$ cat config.mk
export PLATFORM = sky130hd
export DESIGN_NAME = psu_fifo
export DESIGN_NICKNAME = d
export VERILOG_FILES = /design/src/hw/rtl/psu_pkg.sv /design/src/hw/rtl/psu_fifo.sv
export SDC_FILE = /design/constraint.sdc
export NUM_CORES = 1
export LEC_CHECK = 0
export BUFFER_PORTS_ARGS = -buffer_cell sky130_fd_sc_hd__buf_2
export CAP_MARGIN = 15
export CELL_PAD_IN_SITES_DETAIL_PLACEMENT = 2
export CELL_PAD_IN_SITES_GLOBAL_PLACEMENT = 2
export CORE_ASPECT_RATIO = 1.75
export CORE_MARGIN = 2
export CORE_UTILIZATION = 30
export CTS_CLUSTER_DIAMETER = 120
export DETAILED_ROUTE_END_ITERATION = 6
export HOLD_SLACK_MARGIN = 0.06
export PLACE_DENSITY_LB_ADDON = 0.1
export SETUP_SLACK_MARGIN = 0.5
export SLEW_MARGIN = 20
export SYNTH_ARGS = -nofsm -noshare
export SYNTH_HDL_FRONTEND = slang
export SYNTH_SLANG_ARGS = --single-unit
export TNS_END_PERCENT = 100
$ cat constraint.sdc
create_clock -name i_clk -period 5.2 [get_ports i_clk]
set_input_delay 1.04 -clock i_clk [delete_from_list [all_inputs] [get_ports i_clk]]
set_output_delay 1.04 -clock i_clk [all_outputs]
set_load 0.01 [all_outputs]
$ cat src/hw/rtl/psu_pkg.sv
// Shared constants, types and helper functions of the PNG scanline unfilter.
// Used by the channel interfaces and by the front end, queue, back end and top.
package psu_pkg;

    localparam int MAX_ROW_BYTES   = 4096;
    localparam int MAX_PIXEL_BYTES = 8;
    localparam int HIST_DEPTH      = 8;
    localparam int FIFO_DEPTH      = 4;

    localparam int BYTE_W     = 8;
    localparam int RB_W       = 13;
    localparam int BPP_W      = 4;
    localparam int COL_W      = $clog2(MAX_ROW_BYTES);
    localparam int HIST_W     = $clog2(HIST_DEPTH);
    localparam int FIFO_AW    = $clog2(FIFO_DEPTH);
    localparam int CFG_IDX_W  = 4;
    localparam int CFG_DATA_W = 13;
    localparam int FILT_W     = 3;

    // Configuration register indexes.
    localparam logic [CFG_IDX_W-1:0] REG_ROW_BYTES = CFG_IDX_W'(0);
    localparam logic [CFG_IDX_W-1:0] REG_BPP       = CFG_IDX_W'(1);

    // Filter classes carried from front to back.
    localparam logic [FILT_W-1:0] FILT_NONE  = 3'd0;
    localparam logic [FILT_W-1:0] FILT_SUB   = 3'd1;
    localparam logic [FILT_W-1:0] FILT_UP    = 3'd2;
    localparam logic [FILT_W-1:0] FILT_AVG   = 3'd3;
    localparam logic [FILT_W-1:0] FILT_PAETH = 3'd4;
    localparam logic [FILT_W-1:0] FILT_BAD   = 3'd5;

    localparam logic [RB_W-1:0]  RB_MAX  = RB_W'(MAX_ROW_BYTES);
    localparam logic [BPP_W-1:0] BPP_MAX = BPP_W'(MAX_PIXEL_BYTES);

    // One classified data byte.
    typedef struct packed {
        logic [BYTE_W-1:0] x;
        logic [COL_W-1:0]  col;
        logic [FILT_W-1:0] filt;
        logic              first_row;
        logic              last;
        logic              has_left;
        logic [HIST_W-1:0] left_idx;
    } t_item;

    function automatic logic [BYTE_W-1:0] paeth(input logic [BYTE_W-1:0] a,
                                                input logic [BYTE_W-1:0] b,
                                                input logic [BYTE_W-1:0] c);
        logic signed [BYTE_W+1:0] p;
        logic signed [BYTE_W+1:0] pa;
        logic signed [BYTE_W+1:0] pb;
        logic signed [BYTE_W+1:0] pc;
        logic [BYTE_W-1:0]        res;
        p  = $signed({2'b00, a}) + $signed({2'b00, b}) - $signed({2'b00, c});
        pa = p - $signed({2'b00, a});
        pb = p - $signed({2'b00, b});
        pc = p - $signed({2'b00, c});
        if (pa < 0) pa = -pa;
        if (pb < 0) pb = -pb;
        if (pc < 0) pc = -pc;
        if (pa <= pb && pa <= pc) begin
            res = a;
        end else if (pb <= pc) begin
            res = b;
        end else begin
            res = c;
        end
        return res;
    endfunction

endpackage

$ cat src/hw/rtl/psu_fifo.sv
// Short item queue between the front end and the reconstruction back end.
// Depends on psu_pkg.
module psu_fifo import psu_pkg::*; (
    input  logic  i_clk,
    input  logic  i_rst_n,
    input  logic  i_push,
    input  t_item i_item,
    output logic  o_full,
    input  logic  i_pop,
    output logic  o_valid,
    output t_item o_item
);

    t_item              r_mem [FIFO_DEPTH];
    logic [FIFO_AW-1:0] r_wr_ptr;
    logic [FIFO_AW-1:0] r_rd_ptr;
    logic [FIFO_AW:0]   r_count;

    assign o_full  = r_count == (FIFO_AW+1)'(FIFO_DEPTH);
    assign o_valid = r_count != '0;
    assign o_item  = r_mem[r_rd_ptr];

    always_ff @(posedge i_clk) begin
        if (i_push) begin
            r_mem[r_wr_ptr] <= i_item;
        end
    end

    always_ff @(posedge i_clk) begin
        if (!i_rst_n) begin
            r_wr_ptr <= '0;
            r_rd_ptr <= '0;
            r_count  <= '0;
        end else begin
            if (i_push) r_wr_ptr <= r_wr_ptr + FIFO_AW'(1);
            if (i_pop)  r_rd_ptr <= r_rd_ptr + FIFO_AW'(1);
            if (i_push && !i_pop) begin
                r_count <= r_count + (FIFO_AW+1)'(1);
            end else if (i_pop && !i_push) begin
                r_count <= r_count - (FIFO_AW+1)'(1);
            end
        end
    end

endmodule

==> results.md, run 1 <==
- Status: completed
- Initial core utilization: between 30% and 40%
- Clk pwr share: between 40% and 50%
- Post-synthesis cell area: 0.004639 sq mm
- Worst IR drop on VDD: roughly 0.23 mV
- Clock latency at the later pin of the worst-skew pair: 0.40 ns
- Top post-synthesis cells by area: edfxtp_1 75%, mux4_2 14%, dfxtp_1 3.9%, ha_1 1.3%, and2_1 1.2%
- Total track usage: 12.37%
- Drt first pass iters: 4
- Via Count: 2,159
- Via density: ~4.6
- Pin count of the biggest net entering global routing: 30
- Area of the core: roughly 0.015 sq mm
- Die area: 0.01651 sq mm
- Ys flop type: edfxtp_1
- Hpwl dp: 5624 microns
- Post-synthesis sequential area ratio: 78.96%
- Hold Vio Cnt, Final: 0
- Clk buf depth: 2
- Max-cap viol count: 0
- Syn_area_per_cell: 23.91 sq um
- Clock Pin Slew Worst Setup and Hold Paths: 0.06 ns
- Crit-path slowest cell: dfxtp_2
- Chip height: 168.5 microns
- Post-synthesis async set-or-reset flop share: 0%
- Pint: 2.157 mW
- Finish-stage setup viols: 0
- Top-count cell post-synth: edfxtp_1
- Post-synthesis register bit count: about 130
- DRC viols: 0
- Fin nets: around 310
- Final Max Tran Viols: 0
- First-pass GRT wire length: 14,790 microns
- GP Congestion: between 0.6 and 0.7
- Diodes inserted: 0
- Filler cells: roughly 1,500
- Combinational Power Share: under 10%
- Post-synth EDFFs: 116
- Arrival time at the worst endpoint: 2.27 ns
- Critical path capture point type: output port
- Relative slew slack: between 40% and 50%
- Root Driver: clkbuf_16
- Pwr dens: between 400 and 500 mW/mm^2
- Leakage power figure: between 2 and 2.5 nW
- Syn Nets: 233
- Synthesis-to-finish area growth: 25.59%
- CTS Hold Bufs: 0
- PortBufs: 63
- DR WL/cell: 20.11 microns
- Initial antenna violation count: 0
- Synth warnings: 0
- CTS Sinks: 125
- HP Class: reg -> reg
- Sequential Power Share: between 40% and 50%
- Ratio of cells with drive above 1 in the final layout: 44.91%
- F_max: 302.1 MHz
- Post-synth top cells: 116 x edfxtp_1, 28 x mux4_2, 9 x and2_1, 9 x dfxtp_1, 5 x ha_1
- Worst Skew: between 0.005 and 0.006 ns
- CTS Buf Count: 17
- Num rows: 60
- Worst path cell trace: buf_4 > mux4_1 > buf_2
- Synth top area share: 75.08%
- CTS tree: built
- H-tree depth: 4
- Pre-CTS setup slack: 2.209 ns
- TNS Setup: 0 ns
- Crit path time final: about 3.3 ns
- Synth Instances: between 150 and 200
- RSZ-0062 raised after global routing: false
- Fraction of power spent switching nets: a little over a fifth
- Die Wd: 98.01 microns
- Vias in the first global route: 2,479
- R2r setup slk: roughly 3.5 ns
- Crit Path Category: reg -> out
- Antenna-violating nets left: 0
- Post_cts resized: 0
- Post-CTS setup buffer count: 0
- IO Pins: 64
- Setup slack after layout: 1.890 ns
- CP Launch Type: register
- Routed WL: 9470 microns
- Switching pwr: 0.5683 mW
- Drt first-iter violations: 68
- Biggest area consumer among synthesized cells: edfxtp_1
- Final Cycle Share: 63.66%
- Slew @ Worst Pin: 0.8618 ns
- Cell variety after synth: 22
- Req. time, crit path: 4.16 ns
- Crit path max fanout: 15
- Slowest cell delay on critical path: 0.69 ns
- Grt ovf: 0
## worst max-delay path: cells and delay by family, from the launching register on
kind     cells  cell delay (ns)
mux          1             0.60
flops        1             0.69
buf+inv      2             0.58
## worst paths after layout
kind,start,to,depth (start not counted)
setup / recovery,register,o_item[24],3
hold / removal,r_count[2],r_count[2],2
setup reg to reg,r_wr_ptr[0],r_mem[2][4],3
hold reg to reg,r_count[2],r_count[2],2
## area by class of cell
type	count	area [sq um]	share of cell area (%)
multi-input combinational	59	913.4	15.68
tap	186	232.7	3.994
sequential	125	3665	62.89
clock buffer	18	429.2	7.365
inverter	4	15.01	0.2577
timing repair buffer	65	330.3	5.669
clock inverter	14	241.5	4.144
## per-stage QoR
stage	instance area (sq um)	hold slack (ns)	utilization (%)	std cells	total power, mW
after CTS	5827	0.5252	38.23	471	2.770
after global placement	5156	0.5008	33.83	439	1.420
after global routing	5827	0.5439	38.23	471	2.823
after floorplan	4639	0.4674	-	194	1.327
final	5827	0.5185	38.23	471	2.726
after detailed placement	5156	0.5163	33.83	439	1.425
## power groups by stage
stage / logic [mW] / registers [mW] / clock network (mW)
floorplan: 0.141 / 1.19 / 0
global placement: 0.222 / 1.20 / 0
detailed placement: 0.224 / 1.20 / 0
CTS: 0.225 / 1.18 / 1.36
global route: 0.238 / 1.18 / 1.40
finish: 0.214 / 1.18 / 1.33
## placed cells by master, fill, tap and decap left out
| cell | synthesis | routed |
|---|---|---|
| a21boi_0 | 1 | 1 |
| and2_1 | 9 | 5 |
| and2_2 | 0 | 4 |
| buf_2 | 2 | 63 |
| buf_4 | 1 | 2 |
| bufinv_16 | 0 | 6 |
| clkbuf_1 | 1 | 1 |
| clkbuf_16 | 0 | 17 |
| clkinv_1 | 0 | 1 |
| clkinv_4 | 0 | 3 |
| clkinvlp_4 | 0 | 3 |
| dfxtp_1 | 9 | 8 |
| dfxtp_2 | 0 | 1 |
| edfxtp_1 | 116 | 116 |
| fa_1 | 1 | 1 |
| ha_1 | 5 | 5 |
| inv_1 | 4 | 4 |
| inv_6 | 0 | 1 |
| mux2i_1 | 2 | 2 |
| mux4_1 | 1 | 1 |
| mux4_2 | 28 | 28 |
| nand2_1 | 1 | 1 |
| nor2b_1 | 2 | 2 |
| nor3b_1 | 1 | 1 |
| o21ai_0 | 1 | 1 |
| or3_1 | 2 | 2 |
| xnor2_1 | 2 | 2 |
| xor2_1 | 3 | 3 |
## cells by family (layout without fill, tap and decap cells)
kind of cell / Yosys count / in the layout / share of synthesized area, %
compound gates: 2 / 2 / 0.2696
xor+xnor: 5 / 5 / 0.9441
fa+ha+maj: 6 / 6 / 1.780
buf+inv: 10 / 101 / 1.456
flops: 125 / 125 / 78.96
mux: 31 / 31 / 14.59
simple gates: 15 / 15 / 1.995
## state kept, by name, summed over array words and instances, names as in the netlist, named ones only
signal / cells
r_mem: 116
r_wr_ptr: 2
r_count: 3
r_rd_ptr: 2
## routing by layer
metal	track usage [%]	vias to the layer above	routed length (microns)
li1	-	961	-
met1	13.70	1127	3637
met2	21.41	55	5216
met3	3.509	16	435
met4	6.522	0	181
met5	0	-	0
(Power assumes the default switching activity.)
==> inputs of run 2 (changes only) <==
clock period = 3 ns   (was 5.2 ns; I/O delays follow)
==> results.md, run 2 (synthesis gave the netlist of run 1 again) <==
- Area of the core: 0.01524 sq mm (unchanged)
- Drt first pass iters: 4 (unchanged)
- Drt first-iter violations: 86 (+26%)
- Via density: 4.610 (+0.58%)
- Most frequent cells in the layout: 116 x edfxtp_1, 63 x buf_2, 28 x mux4_2
- Biggest register: r_mem
- Final Util: 38.22% (about the same)
- HP Class: in -> reg
- Fin nets: 320 (+2.9%)
- Initial core utilization: 30.44% (unchanged)
- Post-CTS setup buffer count: 0 (unchanged)
- Routed WL: 9912 microns (+4.7%)
- CTS tree: built
- Req. time, crit path: 2.40 ns (-1.76 ns)
- Root Driver: clkbuf_16
- Clk buf depth: 2 (unchanged)
- Die area: 0.01651 sq mm (unchanged)
- First-pass GRT wire length: 15,560 microns (+5.2%)
- Dpl cells: 448 (+2.1%)
- Relative slew slack: 62.27% (+20 points)
- Antenna-violating nets left: 0 (unchanged)
- Via Count: 2,213 (+2.5%)
- Initial antenna violation count: 0 (unchanged)
- Largest regs: r_mem (116), r_count (3)
- Max-cap viol count: 0 (unchanged)
- Worst IR drop on VDD: 0.3705 mV (+64%)
- Critical path capture point type: output port
- Pwr dens: 772.9 mW/mm^2 (+65%)
- F_max: 423.7 MHz
- TNS Setup: 0 ns (unchanged)
- Die Wd: 98.01 microns (unchanged)
- Final Cycle Share: 78.68%
- Total power: 4.502 mW (+65%)
- DR WL/cell: 20.65 microns (+2.7%)
- Pre-CTS setup slack: 0.8335 ns (-1.376 ns)
- CP Launch Type: register
- Hpwl dp: 6384 microns (+14%)
- Chip height: 168.5 microns (unchanged)
- Ratio of cells with drive above 1 in the final layout: 45.92% (+1.0 points)
- Max FFs per register: 116 (unchanged)
- Slew @ Worst Pin: 0.5660 ns (-0.2958 ns)
- Crit Path Category: reg -> out
- Setup slack after layout: 0.6396 ns (-1.250 ns)
- RSZ-0062 raised after global routing: false
- Total track usage: 13.10% (+0.73 points)
- Clock latency at the later pin of the worst-skew pair: 0.41 ns (about the same)
- Grt ovf: 0 (unchanged)
- IO Pins: 64 (unchanged)
- Arrival time at the worst endpoint: 1.76 ns (-0.51 ns)
- PortBufs: 63 (unchanged)
- Status: completed
- Leakage power figure: 2.042 nW (+1.6%)
- Vias in the first global route: 2,657 (+7.2%)
- Hold slack: 0.4006 ns (-0.1179 ns)
- Finish-stage setup viols: 0 (unchanged)
- CTS Buf Count: 17 (unchanged)
- GP Congestion: 0.6374 (+0.62%)
- Hold Vio Cnt, Final: 0 (unchanged)
- Diodes inserted: 0 (unchanged)
- CTS Sinks: 125 (unchanged)
- Crit path time final: about 2.4 ns
- Num rows: 60 (unchanged)
- Synthesis-to-finish area growth: 25.54% (about the same)
- Final Max Tran Viols: 0 (unchanged)
- H-tree depth: 4 (unchanged)
- Crit path max fanout: 18 (+3)
- Fin cells: 480 (+1.9%)
- Clock Pin Slew Worst Setup and Hold Paths: 0.05 ns (about the same)
- DRC viols: 0 (unchanged)
- Worst Skew: 0.01025 ns (+0.004455 ns)
- Placed cell area: 0.005224 sq mm (+1.3%)
- Pin count of the biggest net entering global routing: 30 (unchanged)
- Most common cell after layout, fill and taps aside: edfxtp_1
- Design area: 0.005824 sq mm (about the same)
[run 2: changes by cell type in the layout (fill, tap and decap cells not counted)]
cell,change
buf_4,+8
clkinv_1,-1
clkinv_2,+5
clkinvlp_4,-3
clkbuf_1,+3
bufinv_16,-3
buf_6,+1
clkinv_4,-3
inv_6,-1
clkbuf_8,+3
[run 2: area by class of cell]
type / instances / area [sq um]
Fill cell: 1502 / 9415
Multi-Input combinational cell: 59 / 913.4
Tap cell: 186 / 232.7
Clock inverter: 8 / 115.1
Inverter: 4 / 15.01
Sequential cell: 125 / 3665
Clock buffer: 24 / 481.7
Timing Repair Buffer: 74 / 401.6
[run 2: worst paths after layout]
| kind | from | end | slack [ns] | cells past startpoint |
|---|---|---|---|---|
| worst max-delay path | register | o_item[21] | 0.64 | 3 |
| worst max register to register | r_wr_ptr[0] | r_mem[0][26] | 1.35 | 4 |
| worst min register to register | r_count[2] | r_count[2] | 0.52 | 2 |
| worst min-delay path | i_item[16] | r_mem[3][16] | 0.40 | 1 |
[run 2: power breakdown]
group	total (mW)	switching, mW	internal (mW)
combinational	0.400	0.212	0.188
clock	2.07	0.705	1.36
sequential	2.03	0.0299	2.00
total	4.50	0.948	3.55
[run 2: what timing repair did]
item                                   in CTS  in global routing
resized for setup                           1                  0
setup endpoints to repair                   3                  0
endpoints found under the hold margin       0                  0
hold buffers                                0                  0
[run 2: layer usage]
| metal | wire [microns] | part of all wire, % | up-vias | GRT usage, % |
|---|---|---|---|---|
| met5 | 0 | 0 | - | 0 |
| met3 | 460 | 4.6 | 15 | 4.583 |
| met1 | 3680 | 37 | 1174 | 14.30 |
| li1 | - | - | 975 | - |
| met2 | 5577 | 56 | 49 | 23.08 |
| met4 | 193 | 1.9 | 0 | 5.254 |
[run 2: worst max-delay path, cell delays in order, from the launching register on]
cell     delay, ns
dfxtp_2       0.33
buf_6         0.28
mux4_2        0.57
buf_2         0.16
