`src/hw/rtl/psu_pkg.sv`:
```
// Shared constants, types and helper functions of the PNG scanline unfilter.
// Used by the channel interfaces and by the front end, queue, back end and top.
package psu_pkg;

    localparam int MAX_ROW_BYTES   = 4096;
    localparam int MAX_PIXEL_BYTES = 8;
    localparam int HIST_DEPTH      = 8;
    localparam int FIFO_DEPTH      = 4;

    localparam int BYTE_W     = 8;
    localparam int RB_W       = 13;
    localparam int BPP_W      = 4;
    localparam int COL_W      = $clog2(MAX_ROW_BYTES);
    localparam int HIST_W     = $clog2(HIST_DEPTH);
    localparam int FIFO_AW    = $clog2(FIFO_DEPTH);
    localparam int CFG_IDX_W  = 4;
    localparam int CFG_DATA_W = 13;
    localparam int FILT_W     = 3;

    // Configuration register indexes.
    localparam logic [CFG_IDX_W-1:0] REG_ROW_BYTES = CFG_IDX_W'(0);
    localparam logic [CFG_IDX_W-1:0] REG_BPP       = CFG_IDX_W'(1);

    // Filter classes carried from front to back.
    localparam logic [FILT_W-1:0] FILT_NONE  = 3'd0;
    localparam logic [FILT_W-1:0] FILT_SUB   = 3'd1;
    localparam logic [FILT_W-1:0] FILT_UP    = 3'd2;
    localparam logic [FILT_W-1:0] FILT_AVG   = 3'd3;
    localparam logic [FILT_W-1:0] FILT_PAETH = 3'd4;
    localparam logic [FILT_W-1:0] FILT_BAD   = 3'd5;

    localparam logic [RB_W-1:0]  RB_MAX  = RB_W'(MAX_ROW_BYTES);
    localparam logic [BPP_W-1:0] BPP_MAX = BPP_W'(MAX_PIXEL_BYTES);

    // One classified data byte.
    typedef struct packed {
        logic [BYTE_W-1:0] x;
        logic [COL_W-1:0]  col;
        logic [FILT_W-1:0] filt;
        logic              first_row;
        logic              last;
        logic              has_left;
        logic [HIST_W-1:0] left_idx;
    } t_item;

    function automatic logic [BYTE_W-1:0] paeth(input logic [BYTE_W-1:0] a,
                                                input logic [BYTE_W-1:0] b,
                                                input logic [BYTE_W-1:0] c);
        logic signed [BYTE_W+1:0] p;
        logic signed [BYTE_W+1:0] pa;
        logic signed [BYTE_W+1:0] pb;
        logic signed [BYTE_W+1:0] pc;
        logic [BYTE_W-1:0]        res;
        p  = $signed({2'b00, a}) + $signed({2'b00, b}) - $signed({2'b00, c});
        pa = p - $signed({2'b00, a});
        pb = p - $signed({2'b00, b});
        pc = p - $signed({2'b00, c});
        if (pa < 0) pa = -pa;
        if (pb < 0) pb = -pb;
        if (pc < 0) pc = -pc;
        if (pa <= pb && pa <= pc) begin
            res = a;
        end else if (pb <= pc) begin
            res = b;
        end else begin
            res = c;
        end
        return res;
    endfunction

endpackage

```
`src/hw/rtl/psu_channels.sv`:
```
// Handshake channel interfaces of the PNG scanline unfilter: input stream,
// result stream and configuration writes. Depends on psu_pkg.
interface psu_in_if import psu_pkg::*; ();
    logic              valid;
    logic              ready;
    logic [BYTE_W-1:0] in_byte;
    logic              image_start;
    modport source (output valid, output in_byte, output image_start, input ready);
    modport sink   (input valid, input in_byte, input image_start, output ready);
endinterface


interface psu_cfg_if import psu_pkg::*; ();
    logic                  valid;
    logic                  ready;
    logic [CFG_IDX_W-1:0]  index;
    logic [CFG_DATA_W-1:0] data;
    modport source (output valid, output index, output data, input ready);
    modport sink   (input valid, input index, input data, output ready);
endinterface

```
`src/hw/rtl/psu_front.sv`:
```
// Front end: configuration registers, filter type bytes, column tracking and
// classification of data bytes into queue items. Depends on psu_pkg.
module psu_front import psu_pkg::*; (
    input  logic        i_clk,
    input  logic        i_rst_n,
    psu_in_if.sink      i_in,
    psu_cfg_if.sink     i_cfg,
    input  logic        i_full,
    output logic        o_push,
    output t_item       o_item
);

    logic [RB_W-1:0]   r_row_bytes;
    logic [BPP_W-1:0]  r_bpp;
    logic [COL_W-1:0]  r_col;
    logic [FILT_W-1:0] r_filt;
    logic              r_await;
    logic              r_first;

    logic [RB_W-1:0]   rb_eff;
    logic [BPP_W-1:0]  bpp_eff;
    logic              accept;
    logic              is_type;
    logic              last;
    logic [FILT_W-1:0] n_filt;

    assign i_cfg.ready = 1'b1;
    assign i_in.ready  = !i_full;
    assign accept      = i_in.valid && i_in.ready;
    assign is_type     = i_in.image_start || r_await;

    always_comb begin
        rb_eff = r_row_bytes;
        if (r_row_bytes == '0) rb_eff = RB_W'(1);
        if (r_row_bytes > RB_MAX) rb_eff = RB_MAX;
        bpp_eff = r_bpp;
        if (r_bpp == '0) bpp_eff = BPP_W'(1);
        if (r_bpp > BPP_MAX) bpp_eff = BPP_MAX;
    end

    assign last = ({1'b0, r_col} + RB_W'(1)) >= rb_eff;

    // Any type code above Paeth is carried as a single bad class.
    assign n_filt = (i_in.in_byte > BYTE_W'(FILT_PAETH)) ? FILT_BAD
                                                         : i_in.in_byte[FILT_W-1:0];

    assign o_push           = accept && !is_type;
    assign o_item.x         = i_in.in_byte;
    assign o_item.col       = r_col;
    assign o_item.filt      = r_filt;
    assign o_item.first_row = r_first;
    assign o_item.last      = last;
    assign o_item.has_left  = {{(COL_W-BPP_W){1'b0}}, bpp_eff} <= r_col;
    assign o_item.left_idx  = r_col[HIST_W-1:0] - bpp_eff[HIST_W-1:0];

    always_ff @(posedge i_clk) begin
        if (!i_rst_n) begin
            r_row_bytes <= RB_W'(1);
            r_bpp       <= BPP_W'(1);
            r_col       <= '0;
            r_filt      <= FILT_NONE;
            r_await     <= 1'b1;
            r_first     <= 1'b1;
        end else begin
            if (i_cfg.valid) begin
                if (i_cfg.index == REG_ROW_BYTES) begin
                    r_row_bytes <= i_cfg.data[RB_W-1:0];
                end else if (i_cfg.index == REG_BPP) begin
                    r_bpp <= i_cfg.data[BPP_W-1:0];
                end
            end
            if (accept) begin
                if (is_type) begin
                    if (i_in.image_start) r_first <= 1'b1;
                    r_filt  <= n_filt;
                    r_col   <= '0;
                    r_await <= 1'b0;
                end else if (last) begin
                    r_col   <= '0;
                    r_await <= 1'b1;
                    r_first <= 1'b0;
                end else begin
                    r_col <= r_col + COL_W'(1);
                end
            end
        end
    end

endmodule

```
`src/flat_wrapper.sv`:
```
// flat-port wrapper written by rule: the top's interface ports become plain ports
module psu_front_flat import psu_pkg::*;
  (i_clk, i_rst_n, i_full, o_push, o_item, i_in_valid, i_in_in_byte, i_in_image_start, i_in_ready, i_cfg_valid, i_cfg_index, i_cfg_data, i_cfg_ready);
  psu_in_if i_in_i ();
  psu_cfg_if i_cfg_i ();
  input  logic i_clk;
  input  logic i_rst_n;
  input  logic i_full;
  output logic o_push;
  output t_item o_item;
  input wire logic [$bits(i_in_i.valid)-1:0] i_in_valid;
  input wire logic [$bits(i_in_i.in_byte)-1:0] i_in_in_byte;
  input wire logic [$bits(i_in_i.image_start)-1:0] i_in_image_start;
  output wire logic [$bits(i_in_i.ready)-1:0] i_in_ready;
  input wire logic [$bits(i_cfg_i.valid)-1:0] i_cfg_valid;
  input wire logic [$bits(i_cfg_i.index)-1:0] i_cfg_index;
  input wire logic [$bits(i_cfg_i.data)-1:0] i_cfg_data;
  output wire logic [$bits(i_cfg_i.ready)-1:0] i_cfg_ready;
  assign i_in_i.valid = i_in_valid;
  assign i_in_i.in_byte = i_in_in_byte;
  assign i_in_i.image_start = i_in_image_start;
  assign i_in_ready = i_in_i.ready;
  assign i_cfg_i.valid = i_cfg_valid;
  assign i_cfg_i.index = i_cfg_index;
  assign i_cfg_i.data = i_cfg_data;
  assign i_cfg_ready = i_cfg_i.ready;
  psu_front u_core (.i_clk(i_clk), .i_rst_n(i_rst_n), .i_in(i_in_i), .i_cfg(i_cfg_i), .i_full(i_full), .o_push(o_push), .o_item(o_item));
endmodule
```
`config.mk`:
```
export PLATFORM = sky130hd
export DESIGN_NAME = psu_front_flat
export DESIGN_NICKNAME = d
export VERILOG_FILES = /design/src/hw/rtl/psu_pkg.sv /design/src/hw/rtl/psu_channels.sv /design/src/hw/rtl/psu_front.sv /design/src/flat_wrapper.sv
export SDC_FILE = /design/constraint.sdc
export NUM_CORES = 1
export LEC_CHECK = 0
export BUFFER_PORTS_ARGS = -buffer_cell sky130_fd_sc_hd__clkbuf_2
export CAP_MARGIN = 5
export CORE_ASPECT_RATIO = 0.5
export CORE_MARGIN = 3
export CORE_UTILIZATION = 35
export DETAILED_ROUTE_END_ITERATION = 6
export GPL_TIMING_DRIVEN = 0
export PLACE_DENSITY = 0.61
export SYNTH_ARGS = -nofsm -noshare
export SYNTH_HDL_FRONTEND = slang
export SYNTH_SLANG_ARGS = --single-unit
```
`constraint.sdc`:
```
create_clock -name i_clk -period 4.9 [get_ports i_clk]
set_clock_uncertainty 0.05 [all_clocks]
set_input_delay 0.49 -clock i_clk [delete_from_list [all_inputs] [get_ports i_clk]]
set_output_delay 0.49 -clock i_clk [all_outputs]
set_load 0.02 [all_outputs]
```
==> impl_metrics.ini, run 1 <==
[yosys]
yosysTopAreaCellShare_pct = 31.72
synthCells = 252
synth_seq_cells = 34
synth-simple-area-share_pct = 22.92
yosysTopAreaCell = dfxtp_1
synth-xor-area-share_pct = 4.840
synth_fp_nets = 303
synth_top_family_by_area = simple AND/OR/NAND/NOR gates
avgSynthCellArea_sq_um = 8.515
async_reset_ff_share_pct = 0
ys_warn_count = 0
synth_edf_count = 0
ys_top_cells_by_area = dfxtp_1 (32%), ha_1 (11%), nand2_1 (6.1%)
synth_compound_area_share_pct = 14.40
synth.distinct_cells = 44
synth_fa_ha_area_share_pct = 12.01
muxShareOfSynthArea_pct = 6.064
syn_area_sq_um = 2146
yosysSeqAreaShare_pct = 31.72
synthFlopType = dfxtp_1

[detailed_routing]
drt_pass1_iterations = 4
routed_wl_um = 5223
drt_iter0_drc = 64
antenna_left = 0
wl_per_cell_um = 13.29
viasPerCell = 4.947
num_vias = 1944
drc = 0

[pwr]
swShare_pct = 24.74
p_per_area_nw_per_um2 = 245.1
leakage_nw = 1.187
ir_worst_vdd_v = 0.0001197
power_frac_clock_pct = 45.7
p_seq_share_pct = 43.2
p_int_mw = 0.4939
power.switching_mw = 0.1624
comb_power_share_pct = 11.1

[worst_setup_path]
critPathLaunchType = register
reg2regPathDepth = 11
r2r_slack_ns = 1.56
arrival_ns = 3.55
cp_data_required_time_ns = 4.36
cp-end-kind = output pin
r2r-start = u_core.r_col[0]
r2r-end = u_core.r_col[10]
crit_fanout = 9
critPathKind = register to output pin

[finish]
drive_above_1_share_pct = 28.13
nFillCells = 551
final_cells = 393
num-nets-final = 371
finalInstanceArea_sq_um = 2678
seqCellArea_sq_um = 680.7
final_cell_mix = clkbuf_2 (61), nand2_1 (35), dfxtp_1 (34)
multiInputGateArea_sq_um = 1296
mostFrequentLayoutCell = clkbuf_2
antennaDiodeCount = 0
syn_to_final_growth_pct = 24.78

[sta]
max-slew-margin-rel_pct = 65.30
setup_viol = 0
finalSetupTns_ns = 0
rsz0062_at_grt = false
min_period_over_period_pct = 83.49
post-route-min-period_ns = 4.091
timing_hold_violations_final = 0
max_freq_mhz = 244.4
tightest_slew_ns = 0.5166
slew_viol_final = 0

[floorplanning]
core_region_area_sq_um = 5705
rows = 19
design.die.area_sq_um = 7163
start_util_pct = 37.61
io_pins = 63
die_w_um = 116.7
die_h_um = 61.37

[placed_design]
place_congestion = 0.8579
port_buffers = 61
dp_cells = 386
dp_hpwl_um = 4175
dpl-instance-area_sq_um = 2542

[worst_hold_path]
hold-path-endpoint = u_core.r_row_bytes[0]
min_path_cells = 3
hp-start = i_cfg_data[0]
hold_class = input pin to register

[clock_network]
clkLatencyLatePin_ns = 0.28
cts.htree.levels = 2
holdBufCountCts = 0
cts_root_buf = clkbuf_16
cts_tree = yes
cts_setup_buffers = 0
cts_resized = 0
clock-sinks = 34
numCtsBuffers = 5
clkTransAtPathRegs_ns = 0.05
cts_buffer_depth = 2

[global_route]
grt_remaining_overflow = 0
grt_pass1_vias = 1892
grt_max_degree = 11
grt_pass1_wl_um = 8597
grtUsageTotal_pct = 15.49
antenna_found_initial = 0

[flow_run]
cap_violations = 0

[status]
status = finished clean
flip-flops by register name (all words and copies together), names as in the netlist:
signal / flops
u_core.r_row_bytes: 13
u_core.r_col: 12
u_core.r_await: 1
u_core.r_filt: 3
u_core.r_first: 1
u_core.r_bpp: 4
layer usage:
layer	vias up	track usage [%]	routed length, um
met2	51	24.09	2220
met4	0	5.556	62
li1	1015	-	-
met5	-	0	0
met1	872	21.09	2673
met3	6	4.024	267
worst max-delay path by stage:
| stage | from | end | slack, ns | cells past startpoint |
|---|---|---|---|---|
| after floorplan | u_core.r_col[0] | o_item[4] | 1.70 | 11 |
| after global placement | u_core.r_col[0] | o_item[4] | 1.22 | 12 |
| after detailed placement | u_core.r_col[0] | o_item[4] | 1.15 | 12 |
| after CTS | u_core.r_col[0] | o_item[4] | 0.83 | 12 |
| after global routing | u_core.r_col[0] | o_item[4] | 0.59 | 12 |
| final | u_core.r_col[0] | o_item[4] | 0.81 | 12 |
critical path: stages (launching register included):
cell and delay (ns):
dfxtp_1 0.50, ha_1 0.29, and3_1 0.23, and4_1 0.26, nand4_1 0.15, xnor2_2 0.19, ha_1 0.33, nand2_1 0.07
nor2_2 0.14, nand4_1 0.33, o21ai_1 0.44, buf_4 0.17, clkbuf_2 0.15
logic make-up after synthesis:
kind of cell / after synthesis
flops: 34
other cells: 1
mux: 13
simple gates: 97
xor+xnor: 11
compound gates: 44
buf+inv: 32
fa+ha+maj: 20
final cells by class:
type                            instances  share of cell area [%]
Clock inverter                          2                  0.3738
Buffer                                 18                   4.346
Clock buffer                            5                   4.673
Multi-Input combinational cell        186                   48.41
Sequential cell                        34                   25.42
Inverter                               14                   1.963
Timing Repair Buffer                   61                   11.40
Tap cell                               73                   3.411
synth_stat cells, drive strengths merged (2+ instances only):
cell type  count
a211oi         2
a21o           2
a21oi         11
a221o          2
a31oi          2
a32o           5
and2           2
and3           2
buf           13
clkbuf         5
dfxtp         34
ha            19
inv           13
mux2i         13
nand2         35
nand2b         3
nand3         10
nand4          4
nor2          23
nor2b          3
nor3           5
nor4           5
o2111ai        2
o211ai         6
o21a           3
o21ai          8
or2            2
xnor2          7
xor2           4
power by group through the flow:
stage | combinational (mW) | sequential, mW | clock (mW)
2_1_floorplan | 0.0411 | 0.290 | 0
3_3_place_gp | 0.0715 | 0.289 | 0
3_5_place_dp | 0.0729 | 0.289 | 0
4_1_cts | 0.0732 | 0.284 | 0.306
5_1_grt | 0.0800 | 0.284 | 0.315
6_report | 0.0729 | 0.284 | 0.300
stage by stage:
step | total power, mW | setup WS, ns | hold slack, ns | util [%]
6_report | 0.6563 | 0.8092 | 0.3960 | 46.93
2_1_floorplan | 0.3313 | 1.697 | 0.3894 | -
4_1_cts | 0.6629 | 0.8331 | 0.3942 | 46.93
5_1_grt | 0.6790 | 0.5863 | 0.4122 | 46.93
3_5_place_dp | 0.3624 | 1.149 | 0.4159 | 44.56
3_3_place_gp | 0.3609 | 1.224 | 0.4109 | 44.56
No activity file was read; power rests on OpenSTA's default activity.
==> run 2: changes to the inputs <==
--- a/config.mk
+++ b/config.mk
@@ -5,6 +5,7 @@
 export SDC_FILE = /design/constraint.sdc
 export NUM_CORES = 1
 export LEC_CHECK = 0
+export ABC_AREA = 1
 export BUFFER_PORTS_ARGS = -buffer_cell sky130_fd_sc_hd__clkbuf_2
 export CAP_MARGIN = 5
 export CORE_ASPECT_RATIO = 0.5
@@ -12,7 +13,7 @@
 export CORE_UTILIZATION = 35
 export DETAILED_ROUTE_END_ITERATION = 6
 export GPL_TIMING_DRIVEN = 0
-export PLACE_DENSITY = 0.61
+export PLACE_DENSITY = 0.6
 export SYNTH_ARGS = -nofsm -noshare
 export SYNTH_HDL_FRONTEND = slang
 export SYNTH_SLANG_ARGS = --single-unit
==> constraint.sdc (replaced) <==
create_clock -name i_clk -period 4.3 [get_ports i_clk]
set_clock_uncertainty 0.05 [all_clocks]
set_input_delay 0.43 -clock i_clk [delete_from_list [all_inputs] [get_ports i_clk]]
set_output_delay 0.43 -clock i_clk [all_outputs]
set_load 0.02 [all_outputs]
==> impl_metrics.ini, run 2 <==
[yosys]
synth_fp_nets = 400
synthCells = 349
synth_edf_count = 0
synth.distinct_cells = 30
avgSynthCellArea_sq_um = 6.582
async_reset_ff_share_pct = 0
synth_common_cells = nand2_1 (79), inv_1 (52), nor2_1 (45), dfxtp_1 (34), a21oi_1 (28)
yosysTopAreaCellShare_pct = 29.63
synth.most_common_cell = nand2_1
synthFlopType = dfxtp_1
ys_top_cells_by_area = dfxtp_1 (30%), nand2_1 (13%), ha_1 (10%)
yosysSeqAreaShare_pct = 29.63
ys_warn_count = 0
synth_seq_cells = 34
syn_area_sq_um = 2297
yosysTopAreaCell = dfxtp_1

[status]
status = finished clean

[floorplanning]
rows = 20
design.die.area_sq_um = 7630
start_util_pct = 37.02
die_w_um = 120.6
core_region_area_sq_um = 6206
die_h_um = 63.29
io_pins = 63

[global_route]
grt_max_degree = 12
grt_remaining_overflow = 0
grt_pass1_wl_um = 9756
grtUsageTotal_pct = 15.61
antenna_found_initial = 0
grt_pass1_vias = 2077

[worst_setup_path]
arrival_ns = 2.78
critPathKind = register to output pin
critPathLaunchType = register
crit_chain = ha_1 -> nand2_2 -> nor2_4 -> nand2_1 -> o21ai_1 -> inv_1 -> ha_1 -> nand2_1 -> inv_1 -> a21oi_2 -> nand2_1 -> nand2_1 -> nand3_1 -> buf_4 -> clkbuf_2
r2r_slack_ns = 1.53
max_stage_delay_ns = 0.50
cp-end-kind = output pin
r2r-end = u_core.r_col[3]
crit_fanout = 8
reg2regPathDepth = 15
r2r-start = u_core.r_col[0]
cp_data_required_time_ns = 3.82
cpMostUsedCell = nand2_1
slowest_stage = dfxtp_1

[detailed_routing]
num_vias = 2288
drt_iter0_drc = 127
drt_pass1_iterations = 4
viasPerCell = 4.522
wl_per_cell_um = 11.02
antenna_left = 0
routed_wl_um = 5578
drc = 0

[worst_hold_path]
hold-path-endpoint = u_core.r_row_bytes[11]
hp-start = i_cfg_data[11]
min_path_cells = 3
hold_class = input pin to register

[sta]
rsz0062_at_grt = false
finalSetupTns_ns = 0
tightest_slew_ns = 0.5941
setup_viol = 0
max_freq_mhz = 306.8
min_period_over_period_pct = 75.81
max-slew-margin-rel_pct = 60.39
slew_viol_final = 0
timing_hold_violations_final = 0
post-route-min-period_ns = 3.260

[finish]
biggestRegsByFlops = u_core.r_row_bytes x13, u_core.r_col x12, u_core.r_bpp x4
drive_above_1_share_pct = 23.21
top_register = u_core.r_row_bytes
finalInstanceArea_sq_um = 2864
num-nets-final = 468
syn_to_final_growth_pct = 24.67
antennaDiodeCount = 0
final_cell_mix = nand2_1 (79), clkbuf_2 (61), inv_1 (52)
largest_register_ffs = 13
mostFrequentLayoutCell = nand2_1

[clock_network]
clock-sinks = 34
cts.htree.levels = 2
cts_root_buf = clkbuf_16
clkLatencyLatePin_ns = 0.28
cts_tree = yes
cts_setup_buffers = 0
numCtsBuffers = 5
holdBufCountCts = 0
clkTransAtPathRegs_ns = 0.06
cts_resized = 0
cts_buffer_depth = 2

[pwr]
leakage_nw = 1.405
swShare_pct = 25.55
comb_power_share_pct = 13.0
p_seq_share_pct = 40.9
p_int_mw = 0.5927
p_per_area_nw_per_um2 = 277.9
power_frac_clock_pct = 46.1
power.switching_mw = 0.2034
ir_worst_vdd_v = 0.0002044

[placed_design]
place_congestion = 0.8758
dpl-instance-area_sq_um = 2713
dp_hpwl_um = 4559
port_buffers = 61

[flow_run]
cap_violations = 0
## run 2: cell types whose count changed in the layout (fill, tap and decap cells not counted), moves of 5 or more
cell	change
nand2_1	+44
inv_1	+39
nor2_1	+23
o21ai_0	+20
a21oi_1	+17
mux2i_1	-13
a32o_1	-5
o211ai_1	-5
xnor2_1	-5
## run 2: power groups by stage
stage / registers, mW / clock network [mW] / logic, mW
after floorplan: 0.334 / 0 / 0.0648
after global placement: 0.332 / 0 / 0.104
after detailed placement: 0.332 / 0 / 0.105
after CTS: 0.325 / 0.372 / 0.105
after global routing: 0.326 / 0.392 / 0.118
final: 0.325 / 0.367 / 0.104
## run 2: cell type report
type	count	area, sq um
Buffer	18	115.1
Clock buffer	6	138.9
Clock inverter	2	12.51
Fill cell	701	3342
Inverter	53	198.9
Multi-Input combinational cell	244	1303
Sequential cell	34	680.7
Tap cell	88	110.1
Timing Repair Buffer	61	305.3
## run 2: layer usage
layer	track usage, %	part of all wire [%]	vias up
li1	-	-	1243
met1	23.67	54	987
met2	22.52	39	54
met3	3.318	5.9	4
met4	3.107	0.75	0
met5	0	0	-
## run 2: how the worst max path moves through the flow
stage / slack, ns / start / to
after floorplan: 1.67 / u_core.r_col[0] / o_item[4]
after global placement: 1.34 / u_core.r_col[0] / o_item[4]
after detailed placement: 1.30 / u_core.r_col[0] / o_item[4]
after CTS: 0.99 / u_core.r_col[0] / o_item[4]
after global routing: 0.74 / u_core.r_col[0] / o_item[4]
final: 1.04 / u_core.r_col[0] / o_item[4]
## run 2: kinds of logic after synthesis
group / share of synthesized area [%]
fa+ha+maj: 11.22
compound gates: 14.60
other cells: 0.1632
buf+inv: 13.67
simple gates: 29.19
flops: 29.63
xor+xnor: 1.525
## run 2: stage by stage
stage	instances	power (mW)	hold WS, ns	worst slack (ns)	util, %
finish	506	0.7960	0.3268	1.040	46.15
global route	506	0.8367	0.3536	0.7446	46.15
CTS	506	0.8022	0.3278	0.9875	46.15
detailed placement	498	0.4372	0.4061	1.299	43.71
global placement	498	0.4365	0.4060	1.336	43.71
floorplan	349	0.3985	0.3801	1.674	-
## run 2: worst max-delay path: cells and delay by family (launching register included)
family	cells	cell delay, ns
flip-flops	1	0.50
AO/OA/AOI/OAI	2	0.38
buffers and inverters	4	0.41
AND/OR/NAND/NOR	7	0.64
adder cells (fa/ha/maj)	2	0.56
==> run 3: changes to the inputs <==
--- a/config.mk
+++ b/config.mk
@@ -5,7 +5,7 @@
 export SDC_FILE = /design/constraint.sdc
 export NUM_CORES = 1
 export LEC_CHECK = 0
-export ABC_AREA = 1
+export ABC_AREA = 0
 export BUFFER_PORTS_ARGS = -buffer_cell sky130_fd_sc_hd__clkbuf_2
 export CAP_MARGIN = 5
 export CORE_ASPECT_RATIO = 0.5
@@ -13,7 +13,7 @@
 export CORE_UTILIZATION = 35
 export DETAILED_ROUTE_END_ITERATION = 6
 export GPL_TIMING_DRIVEN = 0
-export PLACE_DENSITY = 0.6
+export PLACE_DENSITY = 0.61
 export SYNTH_ARGS = -nofsm -noshare
 export SYNTH_HDL_FRONTEND = slang
 export SYNTH_SLANG_ARGS = --single-unit
==> constraint.sdc (replaced) <==
create_clock -name i_clk -period 3.4 [get_ports i_clk]
set_clock_uncertainty 0.05 [all_clocks]
set_input_delay 0.34 -clock i_clk [delete_from_list [all_inputs] [get_ports i_clk]]
set_output_delay 0.34 -clock i_clk [all_outputs]
set_load 0.02 [all_outputs]
==> impl_metrics.ini, run 3 (synthesis gave the netlist of run 1 again) <==
[finish]
largest_register_ffs = 13
num-nets-final = 379
antennaDiodeCount = 0
finalInstanceArea_sq_um = 2791
final_core_util_pct = 48.93
drive_above_1_share_pct = 33.23
biggestRegsByFlops = u_core.r_row_bytes x13, u_core.r_col x12, u_core.r_bpp x4
top_register = u_core.r_row_bytes
final_cell_mix = clkbuf_2 (60), nand2_1 (35), dfxtp_1 (30)
syn_to_final_growth_pct = 30.09
mostFrequentLayoutCell = clkbuf_2

[status]
status = finished clean

[placed_design]
port_buffers = 61
place_congestion = 0.8579
dpl-instance-area_sq_um = 2542
dp_hpwl_um = 4175

[worst_setup_path]
critPathLaunchType = register
arrival_ns = 2.92
crit_chain = ha_4 -> and3_4 -> and4_4 -> nand2_1 -> xnor2_2 -> ha_1 -> and2_1 -> a221o_1 -> a21oi_2 -> o21ai_2 -> buf_4 -> buf_2
cp-end-kind = output pin
critPathTopFamily = simple AND/OR/NAND/NOR gates
cp_data_required_time_ns = 3.01
worst-path-buf-inv = 2
crit_fanout = 6
critPathKind = register to output pin
slowest_stage = dfxtp_4
max_stage_delay_ns = 0.39

[sta]
timing_hold_violations_final = 0
post-route-min-period_ns = 3.307
max_freq_mhz = 302.3
min_period_over_period_pct = 97.28
slew_viol_final = 0
tightest_slew_ns = 0.5169
setup_viol = 0
max-slew-margin-rel_pct = 65.27

[floorplanning]
core_region_area_sq_um = 5705
design.die.area_sq_um = 7163
start_util_pct = 37.61
io_pins = 63
rows = 19
die_h_um = 61.37
die_w_um = 116.7

[pwr]
power.switching_mw = 0.2337
comb_power_share_pct = 11.6
ir_worst_vdd_v = 0.0001727
p_seq_share_pct = 43.0
swShare_pct = 24.66
power_frac_clock_pct = 45.4
leakage_nw = 1.243
power_mw = 0.9475
p_int_mw = 0.7138
p_per_area_nw_per_um2 = 339.4

[clock_network]
clkLatencyLatePin_ns = 0.28
clock-sinks = 34
cts.htree.levels = 2
clkTransAtPathRegs_ns = 0.05
numCtsBuffers = 5
cts_buffer_depth = 2
cts_root_buf = clkbuf_16
cts_tree = yes
holdBufCountCts = 0

[detailed_routing]
wl_per_cell_um = 13.61
routed_wl_um = 5456
drt_iter0_drc = 71
drt_pass1_iterations = 4
viasPerCell = 4.965
drc = 0
antenna_left = 0
num_vias = 1991

[global_route]
antenna_found_initial = 0
grt_pass1_wl_um = 8721
grt_remaining_overflow = 0
grt_pass1_vias = 1915
grtUsageTotal_pct = 15.73
grt_max_degree = 11

[worst_hold_path]
hold_class = input pin to register

[flow_run]
cap_violations = 0
[run 3: changes by cell type in the layout (fill, tap and decap cells not counted), moves of 4 or more]
cell      before  now
dfxtp_1       34   30
o211ai_1       1    6
mux2i_1        0   13
o21ai_0       23    3
a21oi_1       28   10
inv_1         52   13
xnor2_1        1    5
a32o_1         0    5
nor2_1        45   22
nand2_1       79   35
nand3_1       13    9
buf_4         12   22
[run 3: timing repair]
item                       4_1_cts  5_1_grt
resized for setup                8        7
pin swaps                        1        7
buffers inserted                 1        8
setup endpoints to repair        1        1
[run 3: per-stage QoR]
stage | cells | TNS [ns] | setup slack (ns) | hold slack [ns]
2_1_floorplan | 252 | 0 | 0.3468 | 0.3519
3_3_place_gp | 386 | -0.1265 | -0.1265 | 0.4109
3_5_place_dp | 386 | -0.2007 | -0.2007 | 0.4159
4_1_cts | 394 | 0 | 0.002586 | 0.2442
5_1_grt | 401 | -0.03318 | -0.03318 | 0.2622
6_report | 401 | 0 | 0.09256 | 0.2465
[run 3: layer usage]
layer | part of all wire (%) | global-route usage, % | vias up
li1 | - | - | 1033
met3 | 7.0 | 4.024 | 6
met1 | 48 | 21.22 | 888
met4 | 1.0 | 5.556 | 0
met5 | 0 | 0 | -
met2 | 44 | 24.82 | 64
[run 3: path summary, 6_finish.rpt]
check	startpoint	end	slack [ns]	depth (start not counted)
min reg2reg	u_core.r_bpp[1]	u_core.r_bpp[1]	0.42	2
max reg2reg	u_core.r_col[1]	u_core.r_col[2]	0.27	13
min	i_cfg_data[0]	u_core.r_row_bytes[0]	0.25	3
max	u_core.r_col[1]	o_item[4]	0.09	12
[run 3: cell type report]
type | count | area [sq um]
plain buffers | 17 | 112.6
clock buffers | 5 | 125.1
clock inverters | 2 | 10.01
fillers | 539 | 2914
inverters | 14 | 52.55
multi-input cells | 186 | 1336
flip-flops and latches | 34 | 690.7
well taps | 73 | 91.34
repair buffers | 70 | 372.9
[run 3: power by group through the flow]
stage,Sequential (mW),Combinational (mW),Clock [mW]
2_1_floorplan,0.418,0.0592,0
3_3_place_gp,0.417,0.103,0
3_5_place_dp,0.417,0.105,0
4_1_cts,0.408,0.108,0.441
5_1_grt,0.408,0.121,0.454
6_report,0.407,0.110,0.430
[run 3: worst register-to-register path, delay by kind of cell (launching register included)]
family | cells | cell delay (ns)
fa+ha+maj | 2 | 0.42
flops | 1 | 0.39
xor+xnor | 1 | 0.23
buf+inv | 2 | 0.37
simple gates | 4 | 0.69
compound gates | 4 | 0.89
